**config.mk**
```make
export PLATFORM = sky130hd
export DESIGN_NAME = button_packet_parser_setpoints_core
export DESIGN_NICKNAME = d
export VERILOG_FILES = /design/src/hdl/bpps_pkg.sv /design/src/hdl/button_packet_parser_setpoints_core.sv
export SDC_FILE = /design/constraint.sdc
export NUM_CORES = 1
export LEC_CHECK = 0
export BUFFER_PORTS_ARGS = -buffer_cell sky130_fd_sc_hd__buf_2
export CAP_MARGIN = 30
export CORE_UTILIZATION = 55
export DETAILED_ROUTE_END_ITERATION = 8
export GPL_TIMING_DRIVEN = 0
export PLACE_DENSITY = 0.74
export SKIP_CTS_REPAIR_TIMING = 1
export SYNTH_ARGS = -nofsm -noshare
export SYNTH_HDL_FRONTEND = slang
export SYNTH_SLANG_ARGS = --single-unit
```
**constraint.sdc**
```tcl
create_clock -name aclk -period 10.8 [get_ports aclk]
set_input_delay 1.62 -clock aclk [delete_from_list [all_inputs] [get_ports aclk]]
set_output_delay 1.62 -clock aclk [all_outputs]
set_load 0.02 [all_outputs]
```
**src/hdl/bpps_pkg.sv**
```systemverilog
// Package with the shared types and constants of the button packet parser.
`timescale 1ns / 1ps

package bpps_pkg;

    // Field widths.
    localparam int BYTE_W  = 8;
    localparam int TEMP_W  = 11;
    localparam int STEP_W  = 8;
    localparam int VOL_W   = 4;
    localparam int CFG_IDX_W  = 2;
    localparam int CFG_DATA_W = 11;

    // Packet characters.
    localparam logic [BYTE_W-1:0] CH_START = 8'h21;  // '!'
    localparam logic [BYTE_W-1:0] CH_B     = 8'h42;  // 'B'
    localparam logic [BYTE_W-1:0] CH_PRESS = 8'h31;  // '1'
    localparam logic [BYTE_W-1:0] CH_UP    = 8'h35;  // '5'
    localparam logic [BYTE_W-1:0] CH_DOWN  = 8'h36;  // '6'
    localparam logic [BYTE_W-1:0] CH_LEFT  = 8'h37;  // '7'
    localparam logic [BYTE_W-1:0] CH_RIGHT = 8'h38;  // '8'

    // Register values after reset.
    localparam logic [TEMP_W-1:0] RST_TEMP_MIN  = 11'd600;
    localparam logic [TEMP_W-1:0] RST_TEMP_MAX  = 11'd1500;
    localparam logic [STEP_W-1:0] RST_TEMP_STEP = 8'd100;
    localparam logic [VOL_W-1:0]  RST_VOL_MAX   = 4'd15;

    // Configuration register indexes.
    typedef enum logic [CFG_IDX_W-1:0] {
        CFG_TEMP_MIN  = 2'd0,
        CFG_TEMP_MAX  = 2'd1,
        CFG_TEMP_STEP = 2'd2,
        CFG_VOL_MAX   = 2'd3
    } cfg_idx_t;

    // Parser phases.
    typedef enum logic [2:0] {
        PH_HUNT     = 3'd0,
        PH_EXPECT_B = 3'd1,
        PH_BUTTON   = 3'd2,
        PH_PRESS    = 3'd3,
        PH_CHECK    = 3'd4
    } phase_t;

endpackage

```
**src/hdl/button_packet_parser_setpoints_core.sv**
```systemverilog
// Top level of the button packet parser with temperature and volume setpoints.
`timescale 1ns / 1ps

// A word accepted on s_ goes through the input register, then the result register, to m_.
// Throughput: one word per cycle, set by the single parser step between the
// input register and the result register; m_ stalls only hold those two stages.
// Reset (aresetn low, synchronous): both stages empty, the parser hunts for '!',
// the bounds and step return to 600, 1500, 100, 15, temperature 600, volume 15.
module button_packet_parser_setpoints_core (
    input  logic                             aclk,
    input  logic                             aresetn,
    // Input channel: one received byte per word.
    input  logic                             s_valid,
    output logic                             s_ready,
    input  logic [bpps_pkg::BYTE_W-1:0]      s_rx_byte,
    // Result channel: settings and flags after each byte.
    output logic                             m_valid,
    input  logic                             m_ready,
    output logic [bpps_pkg::TEMP_W-1:0]      m_temperature,
    output logic [bpps_pkg::VOL_W-1:0]       m_volume,
    output logic                             m_packet_done,
    output logic                             m_checksum_bad,
    // Configuration write channel.
    input  logic                             cfg_valid,
    output logic                             cfg_ready,
    input  logic [bpps_pkg::CFG_IDX_W-1:0]   cfg_index,
    input  logic [bpps_pkg::CFG_DATA_W-1:0]  cfg_data
);

    // Configuration registers.
    logic [bpps_pkg::TEMP_W-1:0] temp_min_reg;
    logic [bpps_pkg::TEMP_W-1:0] temp_max_reg;
    logic [bpps_pkg::STEP_W-1:0] temp_step_reg;
    logic [bpps_pkg::VOL_W-1:0]  vol_max_reg;

    // Input stage.
    logic                        in_valid_reg;
    logic [bpps_pkg::BYTE_W-1:0] in_byte_reg;

    // Parser state.
    bpps_pkg::phase_t            phase_reg, phase_next;
    logic [bpps_pkg::BYTE_W-1:0] button_reg, button_next;
    logic [bpps_pkg::BYTE_W-1:0] press_reg, press_next;
    logic [bpps_pkg::TEMP_W-1:0] temp_reg, temp_next;
    logic [bpps_pkg::VOL_W-1:0]  vol_reg, vol_next;
    logic                        done_next, bad_next;

    // Result stage.
    logic                        out_valid_reg;
    logic [bpps_pkg::TEMP_W-1:0] out_temp_reg;
    logic [bpps_pkg::VOL_W-1:0]  out_vol_reg;
    logic                        out_done_reg;
    logic                        out_bad_reg;

    // The result stage moves whenever it is empty or its word is being taken,
    // and the input stage refills whenever it empties into the result stage.
    logic advance;
    assign advance   = !out_valid_reg || m_ready;
    assign s_ready   = !in_valid_reg || advance;
    assign cfg_ready = 1'b1;

    // Configuration writes must arrive only while the block is idle; the block itself does not enforce this.
    always_ff @(posedge aclk) begin
        if (!aresetn) begin
            temp_min_reg  <= bpps_pkg::RST_TEMP_MIN;
            temp_max_reg  <= bpps_pkg::RST_TEMP_MAX;
            temp_step_reg <= bpps_pkg::RST_TEMP_STEP;
            vol_max_reg   <= bpps_pkg::RST_VOL_MAX;
        end else if (cfg_valid) begin
            case (cfg_index)
                bpps_pkg::CFG_TEMP_MIN:  temp_min_reg  <= cfg_data[bpps_pkg::TEMP_W-1:0];
                bpps_pkg::CFG_TEMP_MAX:  temp_max_reg  <= cfg_data[bpps_pkg::TEMP_W-1:0];
                bpps_pkg::CFG_TEMP_STEP: temp_step_reg <= cfg_data[bpps_pkg::STEP_W-1:0];
                bpps_pkg::CFG_VOL_MAX:   vol_max_reg   <= cfg_data[bpps_pkg::VOL_W-1:0];
                default: begin
                end
            endcase
        end
    end

    // Input register.
    always_ff @(posedge aclk) begin
        if (!aresetn) begin
            in_valid_reg <= 1'b0;
        end else if (s_ready) begin
            in_valid_reg <= s_valid;
        end
    end

    always_ff @(posedge aclk) begin
        if (s_valid && s_ready) begin
            in_byte_reg <= s_rx_byte;
        end
    end

    // Temperature arithmetic, one bit wider to catch the carry and the borrow.
    logic [bpps_pkg::TEMP_W:0]   temp_sum;
    logic [bpps_pkg::TEMP_W:0]   temp_diff;
    logic [bpps_pkg::TEMP_W-1:0] temp_up;
    logic [bpps_pkg::TEMP_W-1:0] temp_down;
    logic [bpps_pkg::BYTE_W-1:0] checksum;

    assign temp_sum  = {1'b0, temp_reg} + {{(bpps_pkg::TEMP_W + 1 - bpps_pkg::STEP_W){1'b0}},
                                           temp_step_reg};
    assign temp_diff = {1'b0, temp_reg} - {{(bpps_pkg::TEMP_W + 1 - bpps_pkg::STEP_W){1'b0}},
                                           temp_step_reg};

    always_comb begin
        // Raising saturates at the upper bound.
        if (temp_sum > {1'b0, temp_max_reg}) begin
            temp_up = temp_max_reg;
        end else begin
            temp_up = temp_sum[bpps_pkg::TEMP_W-1:0];
        end
        // Lowering saturates at the lower bound, also when the step would go below zero.
        if (!temp_diff[bpps_pkg::TEMP_W] && (temp_diff[bpps_pkg::TEMP_W-1:0] > temp_min_reg)) begin
            temp_down = temp_diff[bpps_pkg::TEMP_W-1:0];
        end else begin
            temp_down = temp_min_reg;
        end
    end

    // Expected checksum: inverted 8-bit sum of the first four packet bytes.
    assign checksum = ~(bpps_pkg::CH_START + bpps_pkg::CH_B + button_reg + press_reg);

    // Parser next state and result.
    always_comb begin
        phase_next  = phase_reg;
        button_next = button_reg;
        press_next  = press_reg;
        temp_next   = temp_reg;
        vol_next    = vol_reg;
        done_next   = 1'b0;
        bad_next    = 1'b0;
        case (phase_reg)
            bpps_pkg::PH_EXPECT_B: begin
                // Anything but 'B' drops the packet, a second '!' included.
                phase_next = (in_byte_reg == bpps_pkg::CH_B) ? bpps_pkg::PH_BUTTON
                                                             : bpps_pkg::PH_HUNT;
            end
            bpps_pkg::PH_BUTTON: begin
                button_next = in_byte_reg;
                phase_next  = bpps_pkg::PH_PRESS;
            end
            bpps_pkg::PH_PRESS: begin
                press_next = in_byte_reg;
                phase_next = bpps_pkg::PH_CHECK;
            end
            bpps_pkg::PH_CHECK: begin
                phase_next = bpps_pkg::PH_HUNT;
                if (in_byte_reg == checksum) begin
                    if (press_reg == bpps_pkg::CH_PRESS) begin
                        // An unknown button still completes the packet.
                        done_next = 1'b1;
                        case (button_reg)
                            bpps_pkg::CH_UP: begin
                                if (temp_reg < temp_max_reg) begin
                                    temp_next = temp_up;
                                end
                            end
                            bpps_pkg::CH_DOWN: begin
                                if (temp_reg > temp_min_reg) begin
                                    temp_next = temp_down;
                                end
                            end
                            bpps_pkg::CH_LEFT: begin
                                if (vol_reg != '0) begin
                                    vol_next = vol_reg - 1'b1;
                                end
                            end
                            bpps_pkg::CH_RIGHT: begin
                                if (vol_reg < vol_max_reg) begin
                                    vol_next = vol_reg + 1'b1;
                                end
                            end
                            default: begin
                            end
                        endcase
                    end
                end else begin
                    bad_next = 1'b1;
                end
            end
            default: begin
                phase_next = (in_byte_reg == bpps_pkg::CH_START) ? bpps_pkg::PH_EXPECT_B
                                                                 : bpps_pkg::PH_HUNT;
            end
        endcase
    end

    // Parser state steps once per byte that moves into the result stage.
    always_ff @(posedge aclk) begin
        if (!aresetn) begin
            phase_reg  <= bpps_pkg::PH_HUNT;
            button_reg <= '0;
            press_reg  <= '0;
            temp_reg   <= bpps_pkg::RST_TEMP_MIN;
            vol_reg    <= bpps_pkg::RST_VOL_MAX;
        end else if (in_valid_reg && advance) begin
            phase_reg  <= phase_next;
            button_reg <= button_next;
            press_reg  <= press_next;
            temp_reg   <= temp_next;
            vol_reg    <= vol_next;
        end
    end

    // Result register.
    always_ff @(posedge aclk) begin
        if (!aresetn) begin
            out_valid_reg <= 1'b0;
        end else if (advance) begin
            out_valid_reg <= in_valid_reg;
        end
    end

    always_ff @(posedge aclk) begin
        if (in_valid_reg && advance) begin
            out_temp_reg <= temp_next;
            out_vol_reg  <= vol_next;
            out_done_reg <= done_next;
            out_bad_reg  <= bad_next;
        end
    end

    assign m_valid        = out_valid_reg;
    assign m_temperature  = out_temp_reg;
    assign m_volume       = out_vol_reg;
    assign m_packet_done  = out_done_reg;
    assign m_checksum_bad = out_bad_reg;

endmodule

```
== Word-level counts from Yosys, hierarchy flattened ==
Index checks and enable logic that the tools add are counted.
W data, S select, Z words.

* Register bits: 95
* Input port bits: 26
* Output and inout port bits: 20
* Logic and storage cells: 79

* Add/subtract/negate cells: 6
* Magnitude comparators: 5
* Equal/unequal tests: 15
* Muxes and demuxes: 19
* Bitwise operators: 1
* Reductions and logical operators: 17

{| class="wikitable"
|+ Operators by type and width
! kind !! count
|-
| $mux W11 || 7
|-
| $eq A8 B6 Y1 const B || 6
|-
| $gt A11 B11 Y1 || 2
|-
| $pmux W11 S2 || 1
|-
| $mux W4 || 5
|-
| $reduce_and A2 Y1 || 7
|-
| $add A11 B8 Y12 || 1
|-
| $gt A12 B11 Y1 || 1
|-
| $pmux W3 S4 || 1
|-
| $sub A11 B8 Y12 || 1
|-
| $lt A11 B11 Y1 || 1
|-
| $add A7 B8 Y8 const A || 1
|-
| $add A8 B8 Y8 || 1
|-
| $eq A8 B7 Y1 const B || 1
|-
| $eq A8 B8 Y1 || 1
|-
| $not A8 Y8 || 1
|-
| $pmux W4 S2 || 1
|-
| $eq A3 B2 Y1 const B || 2
|-
| $add A4 B1 Y4 const B || 1
|-
| $eq A2 B2 Y1 const B || 2
|-
| $lt A4 B4 Y1 || 1
|-
| $reduce_bool A4 Y1 || 1
|-
| $sub A4 B1 Y4 const B || 1
|-
| $eq A3 B1 Y1 const B || 1
|-
| other kinds (8) || 15
|}

== Longest topological paths before layout ==
* Word-level depth: 9
* Gate-level depth with buffers: 19

== Least setup slack after synthesis ==
OpenSTA, ideal clock, no wires.

* Path kind: flip-flop to flip-flop
* From: register temp_reg[0] (netlist bit)
* To: register out_temp_reg (netlist bit m_temperature[3]) (data pin)
* Library setup time: 0.259 ns
* Arrival time: 4.124 ns
* Slack: 6.417 ns
* Cell stages (with the launch flop): 20
* Path buffers: 1
* Cell sequence: dfxtp_1 inv_1 ha_1 inv_1 fa_1 a21o_1 a221o_1 or3_1 a2111o_1 xnor2_2 ha_1 nand3_1 nor4_1 a211oi_1 o31a_1 a21boi_2 buf_2 mux2_1 nand2_1 nand3_1

* Longest elaborated chain between the ends: 9
* Elaborated cells on any way between the ends: 16
* Those cells by class: 2 x add/sub; 4 x order compare; 8 x mux; 2 x reduce/logical

{| class="wikitable"
|+ Ends and longest elaborated chain
! item !! line !! text
|-
| start: declaration || button_packet_parser_setpoints_core.sv:44 || <nowiki>logic [bpps_pkg::TEMP_W-1:0] temp_reg, temp_next;</nowiki>
|-
| start signal: assignment || button_packet_parser_setpoints_core.sv:197 || <nowiki>temp_reg <= bpps_pkg::RST_TEMP_MIN;</nowiki>
|-
| start signal: assignment || button_packet_parser_setpoints_core.sv:203 || <nowiki>temp_reg <= temp_next;</nowiki>
|-
| $sub A11 B8 Y12 || button_packet_parser_setpoints_core.sv:105 || <nowiki>assign temp_diff = {1'b0, temp_reg} - {{(bpps_pkg::TEMP_W + 1 - bpps_pkg::STEP_W){1'b0}},</nowiki>
|-
| $gt A11 B11 Y1 / $logic_not A1 Y1 (equally long branches) || button_packet_parser_setpoints_core.sv:116 || <nowiki>if (!temp_diff[bpps_pkg::TEMP_W] && (temp_diff[bpps_pkg::TEMP_W-1:0] > temp_min_reg)) begin</nowiki>
|-
| $logic_and A1 B1 Y1 || button_packet_parser_setpoints_core.sv:116 ||
|-
| $mux W11 || button_packet_parser_setpoints_core.sv:116 ||
|-
| $mux W11 || button_packet_parser_setpoints_core.sv:162 || <nowiki>if (temp_reg > temp_min_reg) begin</nowiki>
|-
| $pmux W11 S2 * || button_packet_parser_setpoints_core.sv:155 || <nowiki>case (button_reg)</nowiki>
|-
| $mux W11 * || button_packet_parser_setpoints_core.sv:152 || <nowiki>if (press_reg == bpps_pkg::CH_PRESS) begin</nowiki>
|-
| $mux W11 * || button_packet_parser_setpoints_core.sv:151 || <nowiki>if (in_byte_reg == checksum) begin</nowiki>
|-
| $mux W11 * || button_packet_parser_setpoints_core.sv:135 || <nowiki>case (phase_reg)</nowiki>
|-
| named net temp_next, one bit || button_packet_parser_setpoints_core.sv:44 ||
|-
| end signal: assignment || button_packet_parser_setpoints_core.sv:219 || <nowiki>out_temp_reg <= temp_next;</nowiki>
|-
| end: declaration || button_packet_parser_setpoints_core.sv:50 || <nowiki>logic [bpps_pkg::TEMP_W-1:0] out_temp_reg;</nowiki>
|}

The timed path passes the listed nets; every way through them passes the cells marked *.
A chain may end at the register's enable or synchronous reset.

== Worst setup path after layout ==
* From: register temp_reg[0] (netlist bit)
* To: register out_temp_reg (netlist bit m_temperature[5]) (data pin)

The elaborated chain is that of the path after synthesis.

==> impl_metrics.env <==
export IMPL_layout_drive_gt1_share=0.09666
export IMPL_min_period_ns=5.302
export IMPL_grt_max_degree=19
export IMPL_globalRoute_totalOverflow=0
export IMPL_drtIter0Drc=510
export IMPL_cts_root_buf="clkbuf_16"
export IMPL_num_vias=6321
export IMPL_worstSetupPathType="reg -> reg"
export IMPL_setup_worst_path_start_class="register"
export IMPL_worstMarginPinSlew_ns=0.7566
export IMPL_status="finished clean"
export IMPL_synth_warnings=0
export IMPL_io_buffers=44
export IMPL_async_flop_share=0
export IMPL_cts_clk_slew_worst_paths_ns=0.07
export IMPL_crit_required_ns=10.90
export IMPL_numClockSinks=95
export IMPL_synth_seq_area_share=0.3135
export IMPL_final_area_um2=7602
export IMPL_start_util=0.5667
export IMPL_io_pins=46
export IMPL_fmax_mhz=188.6
export IMPL_fp_dieW_um=113.7
export IMPL_timing_rr_start="temp_reg[0]$_SDFFE_PN0P_"
export IMPL_final_common_cell="nand2_1"
export IMPL_muxShareOfSynthArea=0.04229
export IMPL_clock_latency_ns=0.35
export IMPL_cp_cell_sequence="inv_1, ha_1, inv_1, fa_1, a21o_1, a221o_1, or3_1, a2111o_1, xnor2_2, ha_1, nand3_1, nor4_1, a211oi_1, o31a_1, a21boi_2, buf_2, mux2i_1, o211a_1, o21ai_1"
export IMPL_layout_common_cells="90 x nand2_1, 77 x ha_1, 70 x dfxtp_1"
export IMPL_synth_simple_area_share=0.2009
export IMPL_hold_viol_final=0
export IMPL_cts_max_level=3
export IMPL_dpl_cell_area_um2=7310
export IMPL_cp_top_family="compound AO/OA/AOI/OAI gates"
export IMPL_drc=0
export IMPL_synth_edf_count=25
export IMPL_fin_tns_setup_ns=0
export IMPL_p_leak_nw=3.299
export IMPL_rows=40
export IMPL_synth_xor_area_share=0.03937
export IMPL_relSlewSlack=0.4909
export IMPL_final_nets=970
export IMPL_path_buf_inv=3
export IMPL_cts_tree="built"
export IMPL_hold_path_depth=2
export IMPL_dieArea_um2=12930
export IMPL_min_period_over_period=0.4909
export IMPL_diodes=0
export IMPL_slew_violations=0
export IMPL_hold_class="reg -> reg"
export IMPL_grt_usage=0.3190
export IMPL_wl_per_cell_um=19.00
export IMPL_core_area_um2=12110
export IMPL_worstHoldStart="temp_max_reg[5]$_SDFFE_PN0P_"
export IMPL_grt_pass1_wl_um=31150
export IMPL_finClkSkew_ns=0.008496
export IMPL_first_pass_iters=5
export IMPL_detail_route_antenna_nets=0
export IMPL_synth_seq_cells=95
export IMPL_syn_inst=808
export IMPL_worst_path_max_delay_cell="a2111o_1"
export IMPL_timing_rr_end="m_temperature[5]$_DFFE_PP_"
export IMPL_synthFlopType="dfxtp_1"
export IMPL_r2r_cells=19
export IMPL_grt_antenna_before_repair=0
export IMPL_holdPathEnd="temp_max_reg[5]$_SDFFE_PN0P_"
export IMPL_globalplace_congestion=0.9486
export IMPL_dpl_hpwl_um=15570
export IMPL_routed_wl_um=19710
export IMPL_holdWs_ns=0.4698
export IMPL_die_h_um=113.7
export IMPL_first_global_vias=5938
export IMPL_peakVddDrop_mv=0.08367
export IMPL_rsz0062_at_grt="false"
export IMPL_synth_adder_area_share=0.1491
export IMPL_vias_per_cell=6.095
export IMPL_cap_viol_max_count=0
export IMPL_synth_compound_area_frac=0.1945
export IMPL_cts_buffer_depth=2
export IMPL_cpPeakStageDelay_ns=0.48
export IMPL_syn_area_um2=6864
export IMPL_ys_types=79
export IMPL_setup_viol=0
export IMPL_r2r_slack_ns=5.50
export IMPL_power_density_nw_per_um2=106.3
export IMPL_synthToLayoutAreaGrowth_pct=10.75
export IMPL_cts_buffers=9
export IMPL_synth_top_family_by_area="simple AND/OR/NAND/NOR gates"
export IMPL_crit_arrival_ns=5.41
export IMPL_postSynthAreaPerCell_um2=8.495
export IMPL_critPathMaxFanout=10
export IMPL_syn_num_nets=914
export IMPL_end_kind="register"
-- final cells by class --
| type | count | area (µm²) |
|---|---|---|
| tap | 168 | 210.2 |
| inverter | 69 | 259.0 |
| clock buffer | 11 | 232.7 |
| fill | 1080 | 4509 |
| buffer | 33 | 151.4 |
| sequential | 95 | 2152 |
| multi-input combinational | 611 | 4302 |
| clock inverter | 5 | 60.06 |
| timing repair buffer | 45 | 235.2 |
-- cell families (layout without fill, tap and decap cells) --
logic type,count (synthesis),in the layout
other,1,1
adders and majority gates,80,80
buffers and inverters,102,163
and+or+nand+nor,272,272
DFF,95,95
xor gates and xnor gates,30,30
muxes,28,28
AOI/OAI and AO/OA,200,200
-- report_power, final --
group          total, mW  switching (mW)  internal (mW)
registers          0.382         0.00756          0.374
logic              0.110          0.0686         0.0418
clock network      0.316           0.135          0.181
-- worst min-delay path: stages, from the launching register on --
cell	delay, ns
dfxtp_1	0.32
nand2_1	0.05
a21oi_1	0.05
-- cells in the mapped netlist, drive strengths merged, types with 6 or more instances --
master / instances / area, µm²
a211oi: 6 / 45.04
a21o: 7 / 52.55
a21oi: 55 / 275.3
and3: 12 / 75.07
buf: 11 / 68.81
clkbuf: 22 / 82.58
dfxtp: 70 / 1401
edfxtp: 25 / 750.7
ha: 77 / 963.4
inv: 67 / 251.5
mux2i: 23 / 230.2
nand2: 90 / 337.8
nand2b: 11 / 68.82
nand3: 26 / 130.1
nand4: 7 / 43.79
nor2: 55 / 206.5
nor2b: 9 / 56.30
nor3: 16 / 80.08
nor3b: 6 / 45.04
nor4: 11 / 98.84
o211ai: 24 / 180.2
o21a: 6 / 46.30
o21ai: 38 / 193.9
o31a: 10 / 87.58
o31ai: 8 / 70.06
or3: 7 / 43.79
xnor2: 19 / 173.9
xor2: 11 / 96.34
-- metrics by stage --
step	utilization	power, mW	setup slack [ns]	cells
global placement	0.6023	0.4929	5.644	1020
CTS	0.6277	0.8084	5.618	1037
global route	0.6277	0.8371	5.396	1037
detailed placement	0.6035	0.4969	5.633	1021
floorplan	-	0.4611	6.417	808
finish	0.6277	0.8079	5.498	1037
-- layer usage --
metal	track usage	wire length, µm	share of wire	vias up
li1	-	-	-	3036
met1	0.4411	8832	0.45	2950
met2	0.5093	8723	0.44	294
met3	0.04570	1622	0.082	41
met4	0.1114	527	0.027	0
met5	0	0	0	-
-- how the worst max path moves through the flow --
| stage | from | endpoint | slack (ns) | cells after the start |
|---|---|---|---|---|
| floorplan | temp_reg[0]$_SDFFE_PN0P_ | m_temperature[3]$_DFFE_PP_ | 6.42 | 19 |
| global placement | temp_reg[0]$_SDFFE_PN0P_ | m_temperature[5]$_DFFE_PP_ | 5.64 | 19 |
| detailed placement | temp_reg[0]$_SDFFE_PN0P_ | m_temperature[5]$_DFFE_PP_ | 5.63 | 19 |
| CTS | temp_reg[0]$_SDFFE_PN0P_ | m_temperature[5]$_DFFE_PP_ | 5.62 | 19 |
| global route | temp_reg[0]$_SDFFE_PN0P_ | m_temperature[5]$_DFFE_PP_ | 5.40 | 19 |
| finish | temp_reg[0]$_SDFFE_PN0P_ | m_temperature[5]$_DFFE_PP_ | 5.50 | 19 |
Note: power is estimated with default switching activity, not from simulation.
